--- src/assert_macros.svh ---
// assertion helpers shared by the rtl
`ifndef ASSERT_MACROS_SVH
`define ASSERT_MACROS_SVH

// implication checked on every clock edge outside reset
`define ASSERT_CLK(label, clk, rst, prop, msg) \
   label: assert property (@(posedge clk) disable iff (rst) (prop)) else $error(msg);

// implication checked even during reset
`define ASSERT_ALWAYS(label, clk, prop, msg) \
   label: assert property (@(posedge clk) (prop)) else $error(msg);

`endif

--- src/kf_pkg.sv ---
`timescale 1ns / 1ps
// ----------------------------------------------------------------------------
// kf_pkg
// shared widths, register indexes and arithmetic helpers for the filter
// ----------------------------------------------------------------------------
package kf_pkg;

   localparam int unsigned DataWidth = 32;
   localparam int unsigned CsrIndexWidth = 2;

   localparam logic [16:0] TimeStepReset = 17'd6554;
   localparam logic [30:0] ProcNoiseReset = 31'd655;
   localparam logic [30:0] MeasNoiseReset = 31'd6554;
   localparam logic [30:0] InitUncertReset = 31'd6553600;

   localparam logic [CsrIndexWidth-1:0] CSR_TIME_STEP = 2'd0;
   localparam logic [CsrIndexWidth-1:0] CSR_PROC_NOISE = 2'd1;
   localparam logic [CsrIndexWidth-1:0] CSR_MEAS_NOISE = 2'd2;
   localparam logic [CsrIndexWidth-1:0] CSR_INIT_UNCERT = 2'd3;

   localparam int unsigned DivSteps = 48;

   // saturate a 33-bit sum to 32 bits
   function automatic logic signed [31:0] sat_add(input logic signed [32:0] v);
      logic signed [31:0] r;
      begin
         if (v[32] != v[31]) r = v[32] ? 32'sh8000_0000 : 32'sh7fff_ffff;
         else r = v[31:0];
         return r;
      end
   endfunction

   // saturate a 48-bit quantity to 32 bits
   function automatic logic signed [31:0] sat48(input logic signed [47:0] v);
      logic signed [31:0] r;
      begin
         if (v > 48'sh0000_7fff_ffff) r = 32'sh7fff_ffff;
         else if (v < -48'sh0000_8000_0000) r = 32'sh8000_0000;
         else r = v[31:0];
         return r;
      end
   endfunction

endpackage

--- src/kf_div.sv ---
`timescale 1ns / 1ps
// ----------------------------------------------------------------------------
// kf_div
// restoring signed divider, one quotient bit per cycle, truncates toward zero
// and saturates the quotient to 32 bits
// ----------------------------------------------------------------------------
`include "assert_macros.svh"
module kf_div
   import kf_pkg::*;
(
   input  logic                clock,
   input  logic                reset,
   input  logic                start,
   input  logic signed [47:0]  numer,
   input  logic signed [33:0]  denom,
   output logic                done,
   output logic signed [31:0]  quot
);

   logic [47:0] rem_mag_ff, rem_mag_in;
   logic [47:0] q_ff, q_in;
   logic [33:0] d_ff, d_in;
   logic        neg_ff, neg_in;
   logic        busy_ff, busy_in;
   logic [5:0]  cnt_ff, cnt_in;
   logic        done_ff, done_in;
   logic [48:0] part;
   logic [48:0] trial;

   assign part  = {rem_mag_ff, q_ff[47]};
   assign trial = part - {15'd0, d_ff};

   always_comb begin
      rem_mag_in = rem_mag_ff;
      q_in = q_ff;
      d_in = d_ff;
      neg_in = neg_ff;
      busy_in = busy_ff;
      cnt_in = cnt_ff;
      done_in = 1'b0;
      if (start) begin
         rem_mag_in = '0;
         q_in = numer[47] ? 48'(-numer) : numer;
         d_in = denom[33] ? 34'(-denom) : denom;
         neg_in = numer[47] ^ denom[33];
         busy_in = 1'b1;
         cnt_in = '0;
      end else if (busy_ff) begin
         if (!trial[48]) begin
            rem_mag_in = trial[47:0];
            q_in = {q_ff[46:0], 1'b1};
         end else begin
            rem_mag_in = part[47:0];
            q_in = {q_ff[46:0], 1'b0};
         end
         cnt_in = cnt_ff + 6'd1;
         if (cnt_ff == 6'(DivSteps - 1)) begin
            busy_in = 1'b0;
            done_in = 1'b1;
         end
      end
   end

   always_ff @(posedge clock) begin
      if (reset) begin
         busy_ff <= 1'b0;
         done_ff <= 1'b0;
         cnt_ff  <= '0;
      end else begin
         busy_ff <= busy_in;
         done_ff <= done_in;
         cnt_ff  <= cnt_in;
      end
      rem_mag_ff <= rem_mag_in;
      q_ff <= q_in;
      d_ff <= d_in;
      neg_ff <= neg_in;
   end

   assign done = done_ff;
   // magnitude is unsigned, so clamp before applying the sign
   assign quot = neg_ff
                 ? ((q_ff > 48'h0000_8000_0000) ? 32'sh8000_0000 : 32'(-q_ff))
                 : ((q_ff > 48'h0000_7fff_ffff) ? 32'sh7fff_ffff : q_ff[31:0]);

   `ASSERT_CLK(a_done_after_busy, clock, reset, done_ff |-> $past(busy_ff), "done without busy")
   `ASSERT_CLK(a_no_start_busy, clock, reset, busy_ff |-> !start, "divider restarted")
   `ASSERT_CLK(a_start_busy, clock, reset, start |=> busy_ff, "no busy after start")

endmodule

--- config.mk ---
export PLATFORM = sky130hd
export DESIGN_NAME = kf_div
export DESIGN_NICKNAME = d
export VERILOG_FILES = /design/src/kf_pkg.sv /design/src/kf_div.sv
export VERILOG_INCLUDE_DIRS = /design/src /design/src/src
export SDC_FILE = /design/constraint.sdc
export NUM_CORES = 1
export LEC_CHECK = 0
export BUFFER_PORTS_ARGS = -buffer_cell sky130_fd_sc_hd__buf_2
export CAP_MARGIN = 10
export CORE_UTILIZATION = 50
export CTS_BUF_LIST = sky130_fd_sc_hd__clkbuf_2
export DETAILED_ROUTE_END_ITERATION = 7
export HOLD_SLACK_MARGIN = 0.03
export PLACE_DENSITY = 0.7
export SLEW_MARGIN = 15
export SYNTH_ARGS = -nofsm -noshare
export SYNTH_HDL_FRONTEND = slang
export SYNTH_SLANG_ARGS = --single-unit
--- constraint.sdc ---
create_clock -name clock -period 6 [get_ports clock]
set_clock_uncertainty 0.2 [all_clocks]
set_input_delay 0.6 -clock clock [delete_from_list [all_inputs] [get_ports clock]]
set_output_delay 0.6 -clock clock [all_outputs]
set_load 0.005 [all_outputs]
## Yosys cells after proc, flatten, opt, wreduce, memory -nomap -nowiden

Cells that the tools add are included.

- Register bits after elaboration: 139
- Latch bits: 0
- Memories kept: 0
- RAM bits: 0
- Memory bits (read-only): 0
- Output and inout bits: 33

- Bitwise gates (word level): 2
- Magnitude comparators: 2
- Div/mod/pow operators: 0
- Muxes and demuxes: 13
- Eq/ne operators: 1
- Reductions and logical operators: 3
- Add/sub/neg operators: 5
- Multiply operators: 0
- Shift-type cells: 0

Operator list:

| operator | count |
|---|---|
| 2-to-1 mux 48 bit | 4 |
| 2-to-1 mux 32 bit | 3 |
| subtractor 49 x 34 -> 49 bit | 1 |
| greater-than comparator 48 x 31 -> 1 bit (second input constant) | 1 |
| greater-than comparator 48 x 32 -> 1 bit (second input constant) | 1 |
| negation 48 bit | 1 |
| negation 34 bit | 1 |
| 2-to-1 mux 33 bit | 1 |
| negation 32 bit | 1 |
| adder 6 x 1 -> 6 bit (second input constant) | 1 |
| == test 6 bit (second input constant) | 1 |
| 2-to-1 mux 1 bit | 5 |
| OR reduction 3 bit | 1 |
| nonzero test 2 bit | 1 |
| OR reduction 2 bit | 1 |
| inverter 1 bit | 1 |
| XOR 1 bit | 1 |

## Logic depth before layout (Yosys ltp)

Gate-level depths: netlist of the first run.

- Word-level depth: 4
- Gate-level depth with buffers: 14

## Worst setup path after synthesis of the first run

OpenSTA, ideal clock, no wires.

- Kind: register -> output
- Start point: reg q_ff[0]
- End point: out quot[10]
- Slack: 2.340 ns
- Cell stages (with the launch flop): 12
- Data arrival time: 2.860 ns
- Data required time: 5.200 ns
- Buffers on the path: 1
- Cells stage by stage: edfxtp_1 inv_1 ha_1 or3b_2 and4bb_2 and4_1 nand3_1 o21ai_0 nand2b_1 or2_2 clkbuf_1 o311ai_0

- Word-level cells in the longest chain between the ends: 3

RTL lines:

| item | line | source |
|---|---|---|
| start, declared | kf_div.sv:21 | `logic [47:0] q_ff, q_in;` |
| start signal, assigned | kf_div.sv:75 | `q_ff <= q_in;` |
| greater-than comparator 48 x 31 -> 1 bit (tied with other cells) | kf_div.sv:84 | `: ((q_ff > 48'h0000_7fff_ffff) ? 32'sh7fff_ffff : q_ff[31:0]);` |
| 2-to-1 mux 32 bit (on tied branches) | kf_div.sv:84, kf_div.sv:83 |  |
| 2-to-1 mux 32 bit (*) | kf_div.sv:83 | `? ((q_ff > 48'h0000_8000_0000) ? 32'sh8000_0000 : 32'(-q_ff))` |
| end, declared | kf_div.sv:17 | `output logic signed [31:0] quot` |

Every way passes the cells marked *; elsewhere a longest branch is shown, timed or not.

## Worst setup path after layout of the first run

- Start point: reg q_ff[10]
- End point: out quot[31]

Same word-level chain as after synthesis.

==> results of run 1 <==
registers in the layout (all words and copies together), names as in the netlist:
signal      cells
rem_mag_ff     48
busy_ff         1
done            1
d_ff           34
cnt_ff          6
q_ff           48
neg_ff          1
cell type report:
type / instances / area, um2
Fill cell: 1837 / 8190
Tap cell: 265 / 332
Multi-Input combinational cell: 979 / 6180
Inverter: 57 / 214
Timing Repair Buffer: 163 / 1040
Clock buffer: 21 / 105
Antenna cell: 1 / 2.50
Clock inverter: 11 / 103
Sequential cell: 139 / 3610
metal layers:
layer,part of all wire [%],GRT usage [%],routed length (um),vias up
met1,48,33.3,11900,4379
met5,0,0,0,-
li1,-,-,-,4797
met3,5.3,3.93,1320,22
met4,1.2,5.53,291,0
met2,46,38.3,11500,219
cells by family after synthesis:
group,Yosys count
compound gates,368
mux,15
fa+ha+maj,39
simple gates,434
buf+inv,120
xor+xnor,123
flops,139
stage by stage:
stage	power, mW	utilization, %	hold WS (ns)
after global routing	2.94	58.6	0.0339
after CTS	2.76	58.5	0.0329
after global placement	2.20	55.4	0.278
after detailed placement	2.21	55.4	0.286
after floorplan	1.96	-	0.258
final	2.75	58.6	0.0769
cells in the mapped netlist (19+ instances only):
library cell	n
nor2_1	171
a21oi_1	122
nand2_1	85
edfxtp_1	83
o21ai_0	75
xor2_1	64
xnor2_1	59
clkbuf_1	57
inv_1	57
dfxtp_1	56
a211oi_1	48
ha_1	38
nor3_1	30
o31ai_1	26
or3_1	24
nor4_1	20
o311ai_0	19
worst max-delay path by stage:
stage	from	endpoint	slack (ns)	cells past startpoint
finish	q_ff[10]$_DFFE_PP_	quot[31]	1.27	10
global route	q_ff[0]$_DFFE_PP_	quot[21]	0.92	11
CTS	q_ff[10]$_DFFE_PP_	quot[31]	1.25	10
detailed placement	q_ff[0]$_DFFE_PP_	quot[11]	2.05	11
global placement	numer[20]	q_ff[41]$_DFFE_PP_	2.12	10
floorplan	q_ff[0]$_DFFE_PP_	quot[10]	2.34	11
layout by cell type, fill, tap and decap left out, types with 21 or more instances in the layout:
cell           synthesis  routed
xnor2_1               59      59
o21ai_0               75      75
edfxtp_1              83      83
ha_1                  38      38
inv_1                 57      57
or3_1                 24      24
a211oi_1              48      48
a21oi_1              122     122
nand2_1               85      85
xor2_1                64      64
o31ai_1               26      26
clkbuf_2               1      21
nor2_1               171     171
buf_2                  2     116
dlygate4sd3_1          0      42
dfxtp_1               56      55
nor3_1                30      30
power groups by stage:
| stage | clock network, mW | logic (mW) | registers [mW] |
|---|---|---|---|
| 2_1_floorplan | 0 | 0.745 | 1.21 |
| 3_3_place_gp | 0 | 0.946 | 1.25 |
| 3_5_place_dp | 0 | 0.956 | 1.25 |
| 4_1_cts | 0.541 | 0.984 | 1.23 |
| 5_1_grt | 0.577 | 1.11 | 1.25 |
| 6_report | 0.525 | 0.990 | 1.24 |
repair_timing:
action                    CTS  global route
hold endpoints to repair   46             1
hold buffers               41             1
setup buffers               0             0
critical path, delay by kind of cell (launching register included):
family	cells	cell delay, ns
AND/OR/NAND/NOR	7	2.29
flip-flops	1	0.54
AO/OA/AOI/OAI	1	0.17
buffers and inverters	1	0.12
XOR/XNOR	1	0.09
==> metrics.yaml, run 1 <==
yosys_warnings: 0
r2r_setup_slack_ns: 2.12
fp.dieH_um: 145
fin_crit_ns: 4.73
yosysTopAreaCell: "edfxtp_1"
cts.sinks: 139
fin_cells: 1636
totalWireLength_mm: 25.1
grt_first_pass_wirelength_mm: 41.4
irDropWorstVdd_v: 0.000128
syn_nets: 1362
yosys-top-cells-area: "edfxtp_1, dfxtp_1, nor2_1"
synthAdderAreaFrac_pct: 4.84
p_sw_mw: 1.01
dieArea_um2: 21100
area.growth.synth_to_final_pct: 13.2
track_usage_pct: 23.8
worstHoldEndpoint: "q_ff[35]$_DFFE_PP_"
status: "complete, no violations"
antenna_found_initial: 1
dp_hpwl_mm: 17.7
clockBufferDepth: 2
critPathLaunchType: "register"
gp_congestion: 0.896
tightestPinTransition_ns: 0.863
clkLatencyLatePin_ns: 0.74
hp-start: "numer[35]"
seqPwrFrac_pct: 44.9
synth-simple-area-share_pct: 20.5
p_per_area_nw_per_um2: 237
firstDrtPassIters: 6
h-tree-depth: 4
drc_errors: 0
reg2reg_to: "rem_mag_ff[46]$_SDFFE_PP0P_"
setup_total_negative_slack_ns: 0
cap_violations: 0
vias: 9417
period_share_pct: 78.9
synth_xor_area_share_pct: 10.5
critical_path_class: "reg -> out"
grt.overflow.total: 0
wl_per_cell_um: 15.3
port-buffer-count: 117
critPathMaxFanout: 8
finalHoldViolCount: 0
cpPeakStageDelay_ns: 0.54
p_sw_share_pct: 36.6
start_util_pct: 51.8
grt_max_degree: 96
hold_depth: 3
path_cells: "or3_1 -> nor3_1 -> nand2_1 -> or3_1 -> or3_1 -> or3_1 -> nor3_1 -> xnor2_1 -> o21a_1 -> buf_2"
final_nets: 1481
power.share.clock_pct: 19.1
p_leak_nw: 4.42
fmax_mhz: 211
critPathArrivalTime_ns: 3.93
rsz0062_at_grt: "no"
worst_r2r_path_depth: 12
coreArea_um2: 19800
synthDistinctLibCells: 71
hold_class: "in -> reg"
relSlewSlack_pct: 42.5
synth_seq_cells: 139
die_w_um: 145
dpl.cell_count: 1561
worstSetupEndpointType: "output port"
synth_area_um2: 10200
synth_top_area_share_pct: 24.3
intPower_mw: 1.74
dpl_cell_area_um2: 11000
synth_compound_area_share_pct: 22.9
dp_slack_ns: 2.05
drv_slew: 0
pwr-share-comb_pct: 36.0
ys.flop_type: "edfxtp_1"
cts_tree: "done"
cts_buffers: 17
fin_area_um2: 11600
synth_edf_count: 83
required_ns: 5.20
drtIter0Drc: 573
syn_avg_cell_area_um2: 8.27
grt_pass1_vias: 8504
setup_violations: 0
drive_above_1_share_pct: 12.8
rows: 51
layout_setup_ws_ns: 1.27
crit_top_cell: "or3_1"
ioPinCount: 118
crit_slowest_cell: "edfxtp_1"
synth-async-reset-ratio_pct: 0
syn_inst: 1238
root_buffer: "clkbuf_2"
synth_top_family_by_area: "compound AO/OA/AOI/OAI gates"
rr_startpoint: "q_ff[47]$_DFFE_PP_"
ant_nets: 0
vias_per_cell: 5.76
ys_seq_area_share_pct: 35.3
post_cts_resized: 0
muxShareOfSynthArea_pct: 1.49
clk_pin_slew_ns: 0.20
(Power assumes the default switching activity.)
==> inputs of run 2 (changes only) <==
--- a/config.mk
+++ b/config.mk
@@ -12,7 +12,7 @@
 export CTS_BUF_LIST = sky130_fd_sc_hd__clkbuf_2
 export DETAILED_ROUTE_END_ITERATION = 7
 export HOLD_SLACK_MARGIN = 0.03
-export PLACE_DENSITY = 0.7
+export PLACE_DENSITY = 0.73
 export SLEW_MARGIN = 15
 export SYNTH_ARGS = -nofsm -noshare
 export SYNTH_HDL_FRONTEND = slang
==> constraint.sdc (replaced) <==
create_clock -name clock -period 4 [get_ports clock]
set_clock_uncertainty 0.2 [all_clocks]
set_input_delay 0.4 -clock clock [delete_from_list [all_inputs] [get_ports clock]]
set_output_delay 0.4 -clock clock [all_outputs]
set_load 0.005 [all_outputs]
==> run 2 against run 1 <==
  * Count of clock-buffer cells in the layout fell by 3
  * The flow now finishes with violations (negative setup slack)
  * Core utilization up 8.8 points
  * Sequential power up 49%
  * Register-to-register slack got worse by 1.9 ns
  * Largest power group unchanged
  * Critical path depth rose by 1
  * Critical endpoint is now quot[5]
  * Design area increased by 15%
  * Combinational power grew 73%
  * Cell count rose by 8.1%
  * First-iteration DRC count is 60% higher
  * Routed wire length increased by 21%
  * Sequential share of layout area is 4.1 points lower
==> metrics.yaml, run 2 (same netlist as run 1, synthesis figures left out) <==
finalHoldWorstSlack_ns: 0.191  # +0.114 ns
irDropWorstVdd_v: 0.000194  # +52%
fin_crit_ns: 4.52
clkLatencyLatePin_ns: 0.77  # +0.03 ns
drv_slew: 0  # unchanged
seqCellArea_um2: 3610  # unchanged
critical_path_class: "reg -> out"
coreArea_um2: 19800  # unchanged
worstSetupEndpointType: "output port"
dieArea_um2: 21100  # unchanged
fillers: 1539  # -16%
firstDrtPassIters: 6  # unchanged
clk_pin_slew_ns: 0.22  # +0.02 ns
hold_class: "in -> reg"
required_ns: 3.40  # -1.80 ns
p_leak_nw: 5.15  # +16%
root_buffer: "clkbuf_2"
crit_buf_inv: 2  # +1
port-buffer-count: 117  # unchanged
track_usage_pct: 27.4  # +3.6 points
cpPeakStageDelay_ns: 0.48  # -0.06 ns
critPathMaxFanout: 11  # +3
setup_violations: 33  # +33
rsz0062_at_grt: "yes"
route.met3.wl_mm: 1.87  # +42%
cap_violations: 0  # unchanged
grt.overflow.total: 0  # unchanged
cpLargestDelayFamily: "simple AND/OR/NAND/NOR gates"
met2_length_mm: 14.8  # +28%
cts.sinks: 139  # unchanged
hp-start: "numer[47]"
dp_hpwl_mm: 18.3  # +3.2%
fmax_mhz: 221
worst_r2r_path_depth: 12  # unchanged
drc_errors: 0  # unchanged
clockBufferDepth: 2  # unchanged
die_w_um: 145  # unchanged
fp.dieH_um: 145  # unchanged
finalHoldViolCount: 0  # unchanged
crit_slowest_cell: "edfxtp_1"
ant_nets: 0  # unchanged
p_per_area_nw_per_um2: 334  # +41%
critical_path.startpoint: "q_ff[0]$_DFFE_PP_"
total_power_mw: 4.45  # +62%
critPathLaunchType: "register"
final_nets: 1611  # +8.8%
violations: "negative setup slack"
critPathArrivalTime_ns: 3.92  # about the same
grt_first_pass_wirelength_mm: 47.8  # +15%
layout_commonest_cell: "nor2_1"
hold_depth: 4  # +1
layout_setup_ws_ns: -0.524  # -1.79 ns
gp_congestion: 0.884  # -1.3%
crit_cells: 11  # +1
start_util_pct: 51.8  # unchanged
reg.largest.list: "q_ff (48), rem_mag_ff (48), d_ff (34)"
cts_tree: "done"
dp_slack_ns: 0.217  # -1.83 ns
setup_total_negative_slack_ns: -8.81  # -8.81 ns
vias_per_cell: 6.00  # +4.3%
path_cells: "inv_2 -> ha_4 -> or3b_4 -> and4bb_2 -> and4_4 -> nand3_2 -> o21ai_1 -> nand2b_1 -> or2_4 -> o311ai_1 -> buf_2"
grt_pass1_vias: 9957  # +17%
cts_buffers: 17  # unchanged
grt_max_degree: 82  # -15%
vias: 10621  # +13%
fin_area_um2: 13300  # +15%
relSlewSlack_pct: 51.8  # +9.3 points
multiInputGateArea_um2: 6620  # +7.0%
status: "complete, but fails checks"
area.growth.synth_to_final_pct: 30.2
drtIter0Drc: 915  # +60%
antenna_found_initial: 3  # +2
rows: 51  # unchanged
dpl_cell_area_um2: 11000  # +0.68%
drive_above_1_share_pct: 18.9  # +6.0 points
tightestPinTransition_ns: 0.723  # -0.140 ns
h-tree-depth: 4  # unchanged
period_share_pct: 113
wl_per_cell_um: 17.2  # +12%
highest_layer: "met4"
met1_length_mm: 12.6  # +5.5%
rr_startpoint: "q_ff[47]$_DFFE_PP_"
most-common-layout-cells: "nor2_1, dlygate4sd3_1, a21oi_1, buf_2"
totalWireLength_mm: 30.4  # +21%
ioPinCount: 118  # unchanged
==> run 2: cell types whose count changed in the layout (fill, tap and decap cells not counted), sizes merged <==
cell,before,now
clkinvlp,0,1
bufinv,2,3
clkinv,8,9
clkbuf,21,18
diode,1,4
buf,121,159
dlygate4sd3,42,132
or2,12,14
==> run 2: timing repair <==
item                                   in CTS  in global routing
endpoints found under the hold margin     104                  0
setup endpoints to repair                  30                 50
setup buffers                              15                 12
gates cloned                                3                  0
hold buffers                              132                  0
resized for setup                          77                 55
pin swaps                                  17                  9
==> run 2: worst paths after layout <==
| path | slack, ns | to |
|---|---|---|
| setup reg to reg | 0.19 | rem_mag_ff[46]$_SDFFE_PP0P_ |
| hold reg to reg | 0.31 | cnt_ff[5]$_SDFFE_PP0P_ |
| hold / removal | 0.19 | q_ff[38]$_DFFE_PP_ |
| setup / recovery | -0.52 | quot[5] |
==> run 2: layer usage <==
| metal | vias up | track usage [%] |
|---|---|---|
| met1 | 4962 | 34.1 |
| met3 | 119 | 4.84 |
| met4 | 0 | 11.9 |
| met2 | 471 | 46.6 |
| met5 | - | 0 |
| li1 | 5069 | - |
==> run 2: worst reg2reg max path, cell delays in order, from the launching register on <==
cell and delay [ns]:
edfxtp_1 0.42, inv_1 0.05, ha_1 0.21, fa_1 0.40, nand2b_1 0.18, a21oi_1 0.23, o211a_1 0.26, a31o_1 0.18
o31a_1 0.23, o311ai_4 0.12, or4_4 0.57, or4_1 0.42, a311oi_1 0.26
==> run 2: cell type report <==
class / count / area share [%]
multi-input combinational: 981 / 49.6
sequential: 139 / 27.1
timing repair buffer: 291 / 17.3
tap: 265 / 2.49
inverter: 57 / 1.60
clock inverter: 14 / 1.15
clock buffer: 18 / 0.676
antenna: 4 / 0.0751
==> run 2: where the power goes <==
group	switching, mW	internal [mW]
Sequential	0.155	1.70
Clock	0.539	0.344
Combinational	0.948	0.765
Total	1.64	2.81
==> run 2: metrics by stage <==
stage	cells	util, %
finish	1769	67.4
global route	1768	67.4
CTS	1753	65.6
detailed placement	1571	55.8
global placement	1571	55.8
floorplan	1238	-
